## src/mfr_pkg.sv

```systemverilog
`timescale 1ns / 1ps

package mfr_pkg;

   localparam int unsigned TIME_W  = 16;
   localparam int unsigned PHASE_W = 7;
   localparam int unsigned FRAME_W = 32;
   localparam int unsigned IDLE_W  = 8;

   localparam logic [1:0] KIND_EDGE    = 2'd0;
   localparam logic [1:0] KIND_TICK    = 2'd1;
   localparam logic [1:0] KIND_RELEASE = 2'd2;

   localparam logic [2:0] CSR_HALF_BIT_MIN = 3'd0;
   localparam logic [2:0] CSR_HALF_BIT_MAX = 3'd1;
   localparam logic [2:0] CSR_FULL_BIT_MIN = 3'd2;
   localparam logic [2:0] CSR_FULL_BIT_MAX = 3'd3;
   localparam logic [2:0] CSR_IDLE_TIMEOUT = 3'd4;

   localparam logic [PHASE_W-1:0] PHASE_IDLE    = 7'd0;
   localparam logic [PHASE_W-1:0] PHASE_START   = 7'd1;
   localparam logic [PHASE_W-1:0] PHASE_FIRST   = 7'd2;
   localparam logic [PHASE_W-1:0] PHASE_RX_LAST = 7'd66;
   localparam logic [PHASE_W-1:0] PHASE_DONE    = 7'd68;
   localparam logic [IDLE_W-1:0]  IDLE_SAT      = 8'hFF;

   typedef struct packed {
      logic [TIME_W-1:0] half_bit_min;
      logic [TIME_W-1:0] half_bit_max;
      logic [TIME_W-1:0] full_bit_min;
      logic [TIME_W-1:0] full_bit_max;
      logic [IDLE_W-1:0] idle_timeout;
   } cfg_type;

   typedef struct packed {
      logic [TIME_W-1:0]  last_edge_time;
      logic [TIME_W-1:0]  last_interval;
      logic [PHASE_W-1:0] phase;
      logic [FRAME_W-1:0] frame;
      logic [IDLE_W-1:0]  idle_ticks;
   } state_type;

endpackage

```

## src/mfr_step.sv

```systemverilog
`timescale 1ns / 1ps

module mfr_step (
   input  mfr_pkg::cfg_type              cfg,
   input  mfr_pkg::state_type            state_ff,
   input  logic [1:0]                    kind,
   input  logic [mfr_pkg::TIME_W-1:0]    edge_time,
   output mfr_pkg::state_type            state_in
);

   logic [mfr_pkg::TIME_W-1:0]  gap;
   logic [mfr_pkg::TIME_W-1:0]  period;
   logic [mfr_pkg::IDLE_W-1:0]  idle_inc;
   logic                        half_ok;
   logic                        full_ok;
   logic                        period_ok;

   assign gap       = edge_time - state_ff.last_edge_time;
   assign period    = state_ff.last_interval + gap;
   assign half_ok   = (gap >= cfg.half_bit_min) && (gap <= cfg.half_bit_max);
   assign full_ok   = (gap >= cfg.full_bit_min) && (gap <= cfg.full_bit_max);
   assign period_ok = (period >= cfg.full_bit_min) && (period <= cfg.full_bit_max);
   assign idle_inc  = (state_ff.idle_ticks == mfr_pkg::IDLE_SAT) ?
                      state_ff.idle_ticks : state_ff.idle_ticks + 8'd1;

   always_comb begin
      state_in = state_ff;
      case (kind)
         mfr_pkg::KIND_EDGE: begin
            state_in.last_edge_time = edge_time;
            state_in.last_interval  = gap;
            state_in.idle_ticks     = '0;
            if (state_ff.phase == mfr_pkg::PHASE_IDLE) begin
               state_in.phase = mfr_pkg::PHASE_START;
            end else if (state_ff.phase >= mfr_pkg::PHASE_DONE) begin
               state_in.phase = state_ff.phase;
            end else if (half_ok) begin
               if (state_ff.phase == mfr_pkg::PHASE_START) begin
                  state_in.phase = mfr_pkg::PHASE_FIRST;
                  state_in.frame = 32'd1;
               end else if (state_ff.phase[0]) begin
                  if (period_ok) begin
                     state_in.phase = state_ff.phase + 7'd1;
                     if (state_in.phase < mfr_pkg::PHASE_DONE) begin
                        state_in.frame = {state_ff.frame[30:0], state_ff.frame[0]};
                     end
                  end else begin
                     state_in.phase = mfr_pkg::PHASE_IDLE;
                  end
               end else begin
                  state_in.phase = state_ff.phase + 7'd1;
               end
            end else if (full_ok) begin
               if (state_ff.phase[0]) begin
                  state_in.phase = mfr_pkg::PHASE_IDLE;
               end else begin
                  state_in.phase = state_ff.phase + 7'd2;
                  if (state_in.phase < mfr_pkg::PHASE_DONE) begin
                     state_in.frame = {state_ff.frame[30:0], ~state_ff.frame[0]};
                  end
               end
            end else begin
               state_in.phase = mfr_pkg::PHASE_IDLE;
            end
         end
         mfr_pkg::KIND_TICK: begin
            state_in.idle_ticks = idle_inc;
            if ((idle_inc > cfg.idle_timeout) && (state_ff.phase < mfr_pkg::PHASE_DONE)) begin
               state_in.phase = mfr_pkg::PHASE_IDLE;
            end
         end
         mfr_pkg::KIND_RELEASE: begin
            state_in.phase = mfr_pkg::PHASE_IDLE;
         end
         default: begin
            state_in = state_ff;
         end
      endcase
   end

endmodule

```

## src/manchester_frame_receiver_top.sv

```systemverilog
// The result of an accepted word is registered onto the rsp_ outputs.
// Throughput: one word per cycle while rsp_ drains; one compare/shift pass.
// req_ready stays high while the result register is empty or being drained.
// Reset (synchronous, active high) clears decode state, drops rsp_valid and
// restores the timing windows to 250/750/750/1250 us and the timeout to 20.
`timescale 1ns / 1ps

module manchester_frame_receiver_top (
   input  logic                          clock,
   input  logic                          reset,
   input  logic                          req_valid,
   output logic                          req_ready,
   input  logic [1:0]                    req_kind,
   input  logic [mfr_pkg::TIME_W-1:0]    req_edge_time,
   output logic                          rsp_valid,
   input  logic                          rsp_ready,
   output logic [mfr_pkg::PHASE_W-1:0]   rsp_phase,
   output logic                          rsp_frame_ready,
   output logic                          rsp_receiving,
   output logic [mfr_pkg::FRAME_W-1:0]   rsp_frame_word,
   output logic                          rsp_parity_good,
   input  logic                          csr_valid,
   output logic                          csr_ready,
   input  logic [2:0]                    csr_index,
   input  logic [15:0]                   csr_data
);

   mfr_pkg::cfg_type              cfg_ff;
   mfr_pkg::state_type            state_ff;
   mfr_pkg::state_type            state_in;
   logic                          rsp_valid_ff;
   logic [mfr_pkg::PHASE_W-1:0]   rsp_phase_ff;
   logic                          rsp_frame_ready_ff;
   logic                          rsp_receiving_ff;
   logic [mfr_pkg::FRAME_W-1:0]   rsp_frame_word_ff;
   logic                          rsp_parity_good_ff;
   logic                          req_take;

   assign csr_ready = 1'b1;
   assign req_ready = !rsp_valid_ff || rsp_ready;
   assign req_take  = req_valid && req_ready;

   mfr_step u_step (
      .cfg       (cfg_ff),
      .state_ff  (state_ff),
      .kind      (req_kind),
      .edge_time (req_edge_time),
      .state_in  (state_in)
   );

   always_ff @(posedge clock) begin
      if (reset) begin
         cfg_ff.half_bit_min <= 16'd250;
         cfg_ff.half_bit_max <= 16'd750;
         cfg_ff.full_bit_min <= 16'd750;
         cfg_ff.full_bit_max <= 16'd1250;
         cfg_ff.idle_timeout <= 8'd20;
      end else if (csr_valid) begin
         case (csr_index)
            mfr_pkg::CSR_HALF_BIT_MIN: cfg_ff.half_bit_min <= csr_data;
            mfr_pkg::CSR_HALF_BIT_MAX: cfg_ff.half_bit_max <= csr_data;
            mfr_pkg::CSR_FULL_BIT_MIN: cfg_ff.full_bit_min <= csr_data;
            mfr_pkg::CSR_FULL_BIT_MAX: cfg_ff.full_bit_max <= csr_data;
            mfr_pkg::CSR_IDLE_TIMEOUT: cfg_ff.idle_timeout <= csr_data[7:0];
            default: cfg_ff <= cfg_ff;
         endcase
      end
   end

   always_ff @(posedge clock) begin
      if (reset) begin
         state_ff     <= '0;
         rsp_valid_ff <= 1'b0;
      end else begin
         if (req_take) begin
            state_ff     <= state_in;
            rsp_valid_ff <= 1'b1;
         end else if (rsp_ready) begin
            rsp_valid_ff <= 1'b0;
         end
      end
   end

   always_ff @(posedge clock) begin
      if (req_take) begin
         rsp_phase_ff       <= state_in.phase;
         rsp_frame_ready_ff <= (state_in.phase >= mfr_pkg::PHASE_DONE);
         rsp_receiving_ff   <= (state_in.phase != mfr_pkg::PHASE_IDLE) &&
                               (state_in.phase <= mfr_pkg::PHASE_RX_LAST);
         rsp_frame_word_ff  <= state_in.frame;
         rsp_parity_good_ff <= ~(^state_in.frame);
      end
   end

   assign rsp_valid       = rsp_valid_ff;
   assign rsp_phase       = rsp_phase_ff;
   assign rsp_frame_ready = rsp_frame_ready_ff;
   assign rsp_receiving   = rsp_receiving_ff;
   assign rsp_frame_word  = rsp_frame_word_ff;
   assign rsp_parity_good = rsp_parity_good_ff;

endmodule

```

## config.mk

```make
export PLATFORM = sky130hd
export DESIGN_NAME = manchester_frame_receiver_top
export DESIGN_NICKNAME = d
export VERILOG_FILES = /design/src/mfr_pkg.sv /design/src/mfr_step.sv /design/src/manchester_frame_receiver_top.sv
export SDC_FILE = /design/constraint.sdc
export NUM_CORES = 1
export LEC_CHECK = 0
export BUFFER_PORTS_ARGS = -buffer_cell sky130_fd_sc_hd__buf_4
export CORE_MARGIN = 2
export CORE_UTILIZATION = 40
export DETAILED_ROUTE_END_ITERATION = 8
export PLACE_DENSITY = 0.67
export RECOVER_POWER = 25
export SLEW_MARGIN = 25
export SYNTH_ARGS = -nofsm -noshare
export SYNTH_HDL_FRONTEND = slang
export SYNTH_SLANG_ARGS = --single-unit
```

## constraint.sdc

```tcl
create_clock -name clock -period 24 [get_ports clock]
set_input_delay 3.6 -clock clock [delete_from_list [all_inputs] [get_ports clock]]
set_output_delay 3.6 -clock clock [all_outputs]
set_load 0.05 [all_outputs]
```

# [After elaboration in Yosys (flattened, before gate mapping)]
# Index checks and enable logic that the tools add are counted.
[word_totals] register_bits=194 elab_cells=89 output_inout_bits=45
[classes] reduce_logical=22 addsub=5 mux=23 bitwise=2 order_cmp=13 eq_ne=8
[op_table] op="32-bit 2-to-1 mux" count=9
[op_table] op="39-bit 2-to-1 mux" count=2
[op_table] op="7-bit 2-to-1 mux" count=7
[op_table] op="16-bit greater-or-equal comparator" count=3
[op_table] op="16-bit less-or-equal comparator" count=3
[op_table] op="32-bit parity" count=1
[op_table] op="7-bit less-than comparator (second input constant)" count=3
[op_table] op="7-bit case mux with 3 select lines" count=1
[op_table] op="16-bit adder" count=1
[op_table] op="8-bit case mux with 2 select lines" count=1
[op_table] op="16-bit subtractor" count=1
[op_table] op="7-bit greater-or-equal comparator (second input constant)" count=2
[op_table] op="2-bit AND reduction" count=7
[op_table] op="8-bit by 1-bit adder with 8-bit output (second input constant)" count=1
[op_table] op="8-bit == test (second input constant)" count=1
[op_table] op="8-bit greater-than comparator" count=1
[op_table] op="8-bit 2-to-1 mux" count=1
[op_table] op="7-bit by 1-bit adder with 7-bit output (second input constant)" count=1
[op_table] op="7-bit by 2-bit adder with 7-bit output (second input constant)" count=1
[op_table] op="7-bit by 1-bit == test with 1-bit output (second input constant)" count=1
[op_table] op="7-bit less-or-equal comparator (second input constant)" count=1
[op_table] op="7-bit logical NOT" count=1
[op_table] op="7-bit nonzero test" count=1
[op_table] op="3-bit by 2-bit == test with 1-bit output (second input constant)" count=2
[op_table] op="12 further kinds" count=20

# [Depth between registers and ports, before layout]
[logic_depth] depth_word=13 depth_mapped=40 depth_no_buf=37

# [Modules after synthesis]
# From an unflattened synthesis, not the netlist that was laid out.
[unflattened] cells_unflattened=1549 area_unflattened_um2=12344.3
[modules_own_cells] mod="manchester_frame_receiver_top" seq_area_each_um2=4304.1 area_each_um2=6909.1 instances=1 cells_each=750
[modules_own_cells] mod="mfr_step" seq_area_each_um2=0.0 area_each_um2=5435.2 instances=1 cells_each=799

# [Worst setup path before layout]
# No wires, ideal clock.
[synth_path] path_kind="input -> register" start="input port req_edge_time[0] (netlist name)" end="register rsp_parity_good_ff, in the netlist rsp_parity_good, data pin" setup_slack_ns=13.256 arrival_time_ns=10.487 t_required_ns=23.742 stages=37 setup_time_ns=0.258 cell_sequence="inv_1 -> ha_1 -> fa_1 -> nor2b_1 -> o21ai_0 -> a21boi_0 -> o21ai_0 -> a21boi_0 -> o21ai_0 -> a21boi_0 -> o21a_1 -> nor2_1 -> xnor2_1 -> ha_1 -> a21oi_1 -> a21boi_0 -> o21a_1 -> o21a_1 -> o311ai_0 -> xor2_1 -> ha_1 -> nand4_1 -> nor4_1 -> nand4_1 -> o31a_1 -> a211oi_4 -> nor3_2 -> or2_1 -> buf_6 -> buf_8 -> a22oi_2 -> xor2_1 -> xnor2_1 -> xnor2_1 -> xnor2_1 -> xnor3_1 -> xnor2_1"
[synth_via] elab_chain_cells=13 elab_cells_between_ends=21
[synth_lines] item="start: declaration" line_no="manchester_frame_receiver_top.sv:14" source="input logic [mfr_pkg::TIME_W-1:0] req_edge_time,"
[synth_lines] item="16-bit subtractor *" line_no="mfr_step.sv:18" source="assign gap = edge_time - state_ff.last_edge_time;"
[synth_lines] item="via u_step.gap, one bit" line_no="mfr_step.sv:11" source="logic [mfr_pkg::TIME_W-1:0] gap;"
[synth_lines] item="16-bit adder" line_no="mfr_step.sv:19" source="assign period = state_ff.last_interval + gap;"
[synth_lines] item="16-bit greater-or-equal comparator / 16-bit less-or-equal comparator (equally long branches)" line_no="mfr_step.sv:22" source="assign period_ok = (period >= cfg.full_bit_min) && (period <= cfg.full_bit_max);"
[synth_lines] item="1-bit logical AND" line_no="mfr_step.sv:22"
[synth_lines] item="32-bit 2-to-1 mux" line_no="mfr_step.sv:42" source="if (period_ok) begin"
[synth_lines] item="32-bit 2-to-1 mux" line_no="mfr_step.sv:41" source="end else if (state_ff.phase[0]) begin"
[synth_lines] item="39-bit 2-to-1 mux" line_no="mfr_step.sv:38" source="if (state_ff.phase == mfr_pkg::PHASE_START) begin"
[synth_lines] item="39-bit 2-to-1 mux *" line_no="mfr_step.sv:37" source="end else if (half_ok) begin"
[synth_lines] item="32-bit 2-to-1 mux *" line_no="mfr_step.sv:35" source="end else if (state_ff.phase >= mfr_pkg::PHASE_DONE) begin"
[synth_lines] item="32-bit 2-to-1 mux *" line_no="mfr_step.sv:33" source="if (state_ff.phase == mfr_pkg::PHASE_IDLE) begin"
[synth_lines] item="32-bit 2-to-1 mux *" line_no="mfr_step.sv:28" source="case (kind)"
[synth_lines] item="32-bit parity *" line_no="manchester_frame_receiver_top.sv:91" source="rsp_parity_good_ff <= ~(^state_in.frame);"
[synth_lines] item="1-bit inverter *" line_no="manchester_frame_receiver_top.sv:91"
[synth_lines] item="end signal: assignment" line_no="manchester_frame_receiver_top.sv:91"
[synth_lines] item="end: declaration" line_no="manchester_frame_receiver_top.sv:36" source="logic rsp_parity_good_ff;"
# Mark *: on every way through the listed nets, which the timed path passes. The rest lies on a longest branch.
# A chain may end at the register's enable or synchronous reset.

# [Worst setup path in the final report]
# Ends and elaborated chain as after synthesis.

==> metrics.csv <==
metric,value,unit
status,"finished, violations left",
failing checks,"capacitance limit, slew limit",
Starting Density,40.4,%
WL/cell,15.4,um
Clock Latency Late Sink,0.45,ns
cells on worst reg2reg path,35,
peak supply drop,0.0000487,V
total number of vias,10516,
"Net Count, Synth",1689,
hold path startpoint,state_ff[77],
global-route wire length before repair,48900,um
total track usage,19.0,%
final setup fails,0,
clk root buf,clkbuf_16,
Remaining DRCs,0,
CTS max path bufs,2,
final core occ,44.9,%
H-tree lvl count,4,
CTS Buf Count,17,
CP peak stage delay,0.63,ns
CTS tree,built,
NumNets Final,1738,
sequential element share of the synthesized area,35.0,%
port bufs,85,
Fillers,3031,
R2R Setup Slk,15.03,ns
pin count of the biggest net entering global routing,98,
clk sink count,194,
P per Cell Area,65.5,nW/um^2
fraction of layout cells with a size suffix above 1,7.22,%
"EDFF count, synth",42,
GRT met2 Usage,33.6,%
GRT overflow,0,
slowest CP cell,or2_1,
post-CTS resize count,0,
"Distinct cells, synth",83,
"Top FF cell, synth",dfxtp_1,
Final period util,49.8,%
Die Area,32200,um^2
Post-Layout Cell Count,1962,
met1 Use GR,24.2,%
worst endpoint required time,24.20,ns
syn_area_per_cell,8.18,um^2
asr flop ratio synth,0,%
antenna diode count,0,
RD Place Congestion,0.859,
DIE WIDTH,179,um
final wirelength,30100,um
vias per inst,5.36,
Site Rows,64,
final hold vios,0,
drt pass-1 iters,7,
relative max-transition margin,-191,%
Post-CTS Repair Setup Buffers,0,
initial antenna violation count,0,
Syn. warnings,0,
leakage power total,5.71,nW
Layout area overhead,11.2,%
Die H,179,um
Synth Cell Area,12300,um^2
maximum capacitance violations,2,
area occupied by multi-input gates,7190,um^2
antenna-violating nets left,0,
hold_buf cts,0,
Setup Skew,0.0164,ns
critical path class,in -> reg,
core box area,30400,um^2
worst r2r dst,rsp_parity_good,
Hold Crit Class,reg -> reg,
met3 Track Usage GR,2.85,%
global route hottest layer,met2,
Final HPWL DP,21600,um
critical path endpoint category,flop,
Cell Count Post-Placement,1929,
vias in the first global route,9734,
# IOs,87,
worst r2r src,state_ff[63],
"Min Clock Period, post-route",11.94,ns
setup_tns,0,ns
f_max,0.0837,GHz
actual slew at the worst max-slew pin,4.36,ns
Slew Limit Fails,156,
iteration-0 DRC count of the detailed router,696,
Worst-path clk slew,0.08,ns
hold depth,2,
RSZ-0062 raised after global routing,false,
critical-path maximum fanout,28,
crit path DAT,12.14,ns
register area,4300,um^2
post-synthesis register bit count,194,
CP startpoint kind,primary input,
Min-Delay Endpoint,state_ff[77],
Mapped Cells,1504,
==> flip-flops by register name, indices dropped and copies added (netlist names) <==
| signal | flops |
|---|---|
| state_ff | 79 |
| cfg_ff | 72 |
| rsp_frame_word | 32 |
| rsp_phase | 7 |
| rsp_frame_ready | 1 |
| rsp_parity_good | 1 |
| rsp_receiving | 1 |
| rsp_valid | 1 |
==> layout make-up <==
type,instances,area share [%]
multi-input cells,1107,52.6
flip-flops and latches,194,31.5
repair buffers,95,4.05
inverters,138,3.80
well taps,396,3.62
clock buffers,17,3.11
clock inverters,15,1.35
==> per-stage QoR <==
stage	hold slack, ns	total power, mW	cell area (um^2)	setup slack, ns
2_1_floorplan	0.436	0.546	12300	13.26
3_3_place_gp	0.442	0.601	13200	12.05
3_5_place_dp	0.447	0.608	13200	11.79
4_1_cts	0.459	0.903	13800	12.19
5_1_grt	0.476	0.942	13700	11.32
6_report	0.457	0.895	13700	12.06
==> critical path, delay by kind of cell <==
| family | cells | cell delay (ns) |
|---|---|---|
| buf+inv | 3 | 0.52 |
| fa+ha+maj | 4 | 1.34 |
| compound gates | 17 | 3.37 |
| simple gates | 6 | 1.74 |
| xor+xnor | 7 | 1.55 |
==> power by group <==
| group | switching, mW | leakage [nW] | internal [mW] |
|---|---|---|---|
| clock | 0.154 | 0.294 | 0.142 |
| combinational | 0.153 | 3.76 | 0.0881 |
| sequential | 0.00988 | 1.66 | 0.349 |
==> Yosys cell counts, types with 3 or more instances <==
master / n / area (um^2)
a211o_1: 14 / 123
a211oi_1: 27 / 203
a21boi_0: 11 / 82.6
a21o_1: 20 / 150
a21oi_1: 160 / 801
a221oi_1: 5 / 43.8
a22o_1: 12 / 105
a22oi_1: 20 / 150
a22oi_2: 7 / 87.6
a31oi_1: 6 / 37.5
a41o_1: 3 / 30.0
and3_1: 8 / 50.1
and4_1: 3 / 26.3
buf_1: 4 / 15.0
buf_2: 7 / 35.0
buf_4: 3 / 22.5
buf_6: 3 / 33.8
clkbuf_1: 47 / 176
dfxtp_1: 152 / 3040
edfxtp_1: 42 / 1260
ha_1: 141 / 1760
inv_1: 137 / 514
mux2i_1: 5 / 50.1
nand2_1: 292 / 1100
nand2b_1: 12 / 75.1
nand3_1: 21 / 105
nand3b_1: 15 / 113
nand4_1: 18 / 113
nor2_1: 100 / 375
nor2b_1: 11 / 68.8
nor3_1: 13 / 65.1
nor3_2: 3 / 30.0
nor4_1: 5 / 31.3
o211ai_1: 8 / 60.1
o21a_1: 13 / 97.6
o21ai_0: 49 / 245
o22ai_1: 6 / 37.5
or2_2: 3 / 18.8
or3_1: 3 / 18.8
xnor2_1: 29 / 254
xor2_1: 16 / 140
==> layout by cell type (no fill, tap or decap), types with 5 or more instances in the layout <==
cell,instances
nand2_1,292
a21oi_1,160
dfxtp_1,152
ha_1,141
inv_1,137
nor2_1,99
o21ai_0,49
clkbuf_1,48
buf_4,45
edfxtp_1,42
xnor2_1,29
a211oi_1,27
nand3_1,21
a21o_1,20
a22oi_1,20
nand4_1,18
clkbuf_16,17
xor2_1,16
nand3b_1,15
a211o_1,14
nor3_1,13
o21a_1,13
nand2b_1,12
a22o_1,12
nor2b_1,11
a21boi_0,11
o211ai_1,8
and3_1,8
a22oi_2,7
a31oi_1,6
o22ai_1,6
clkinv_8,6
nor4_1,5
a221oi_1,5
mux2i_1,5
==> routing by layer <==
layer,vias up,part of all wire [%]
li1,5320,-
met1,4906,45
met2,258,49
met3,32,4.6
met4,0,1.4
met5,-,0
==> cell families (layout without fill, tap and decap cells) <==
| family | Yosys count | after routing | synth area share, % |
|---|---|---|---|
| and+or+nand+nor | 520 | 520 | 18.8 |
| AOI/OAI and AO/OA | 390 | 390 | 20.9 |
| buffers and inverters | 203 | 265 | 6.63 |
| DFF | 194 | 194 | 35.0 |
| adders and majority gates | 143 | 143 | 14.7 |
| xor gates and xnor gates | 47 | 47 | 3.52 |
| muxes | 6 | 6 | 0.499 |
| other | 1 | 1 | 0.0305 |
==> worst max path at each step <==
| stage | end | depth (start not counted) | startpoint |
|---|---|---|---|
| after floorplan | rsp_parity_good | 37 | req_edge_time[0] |
| after global placement | rsp_parity_good | 37 | req_edge_time[0] |
| after detailed placement | rsp_parity_good | 37 | req_edge_time[0] |
| after CTS | rsp_parity_good | 37 | req_edge_time[0] |
| after global routing | rsp_parity_good | 37 | req_edge_time[0] |
| final | rsp_parity_good | 37 | req_edge_time[0] |
No activity file was read; power rests on OpenSTA's default activity.
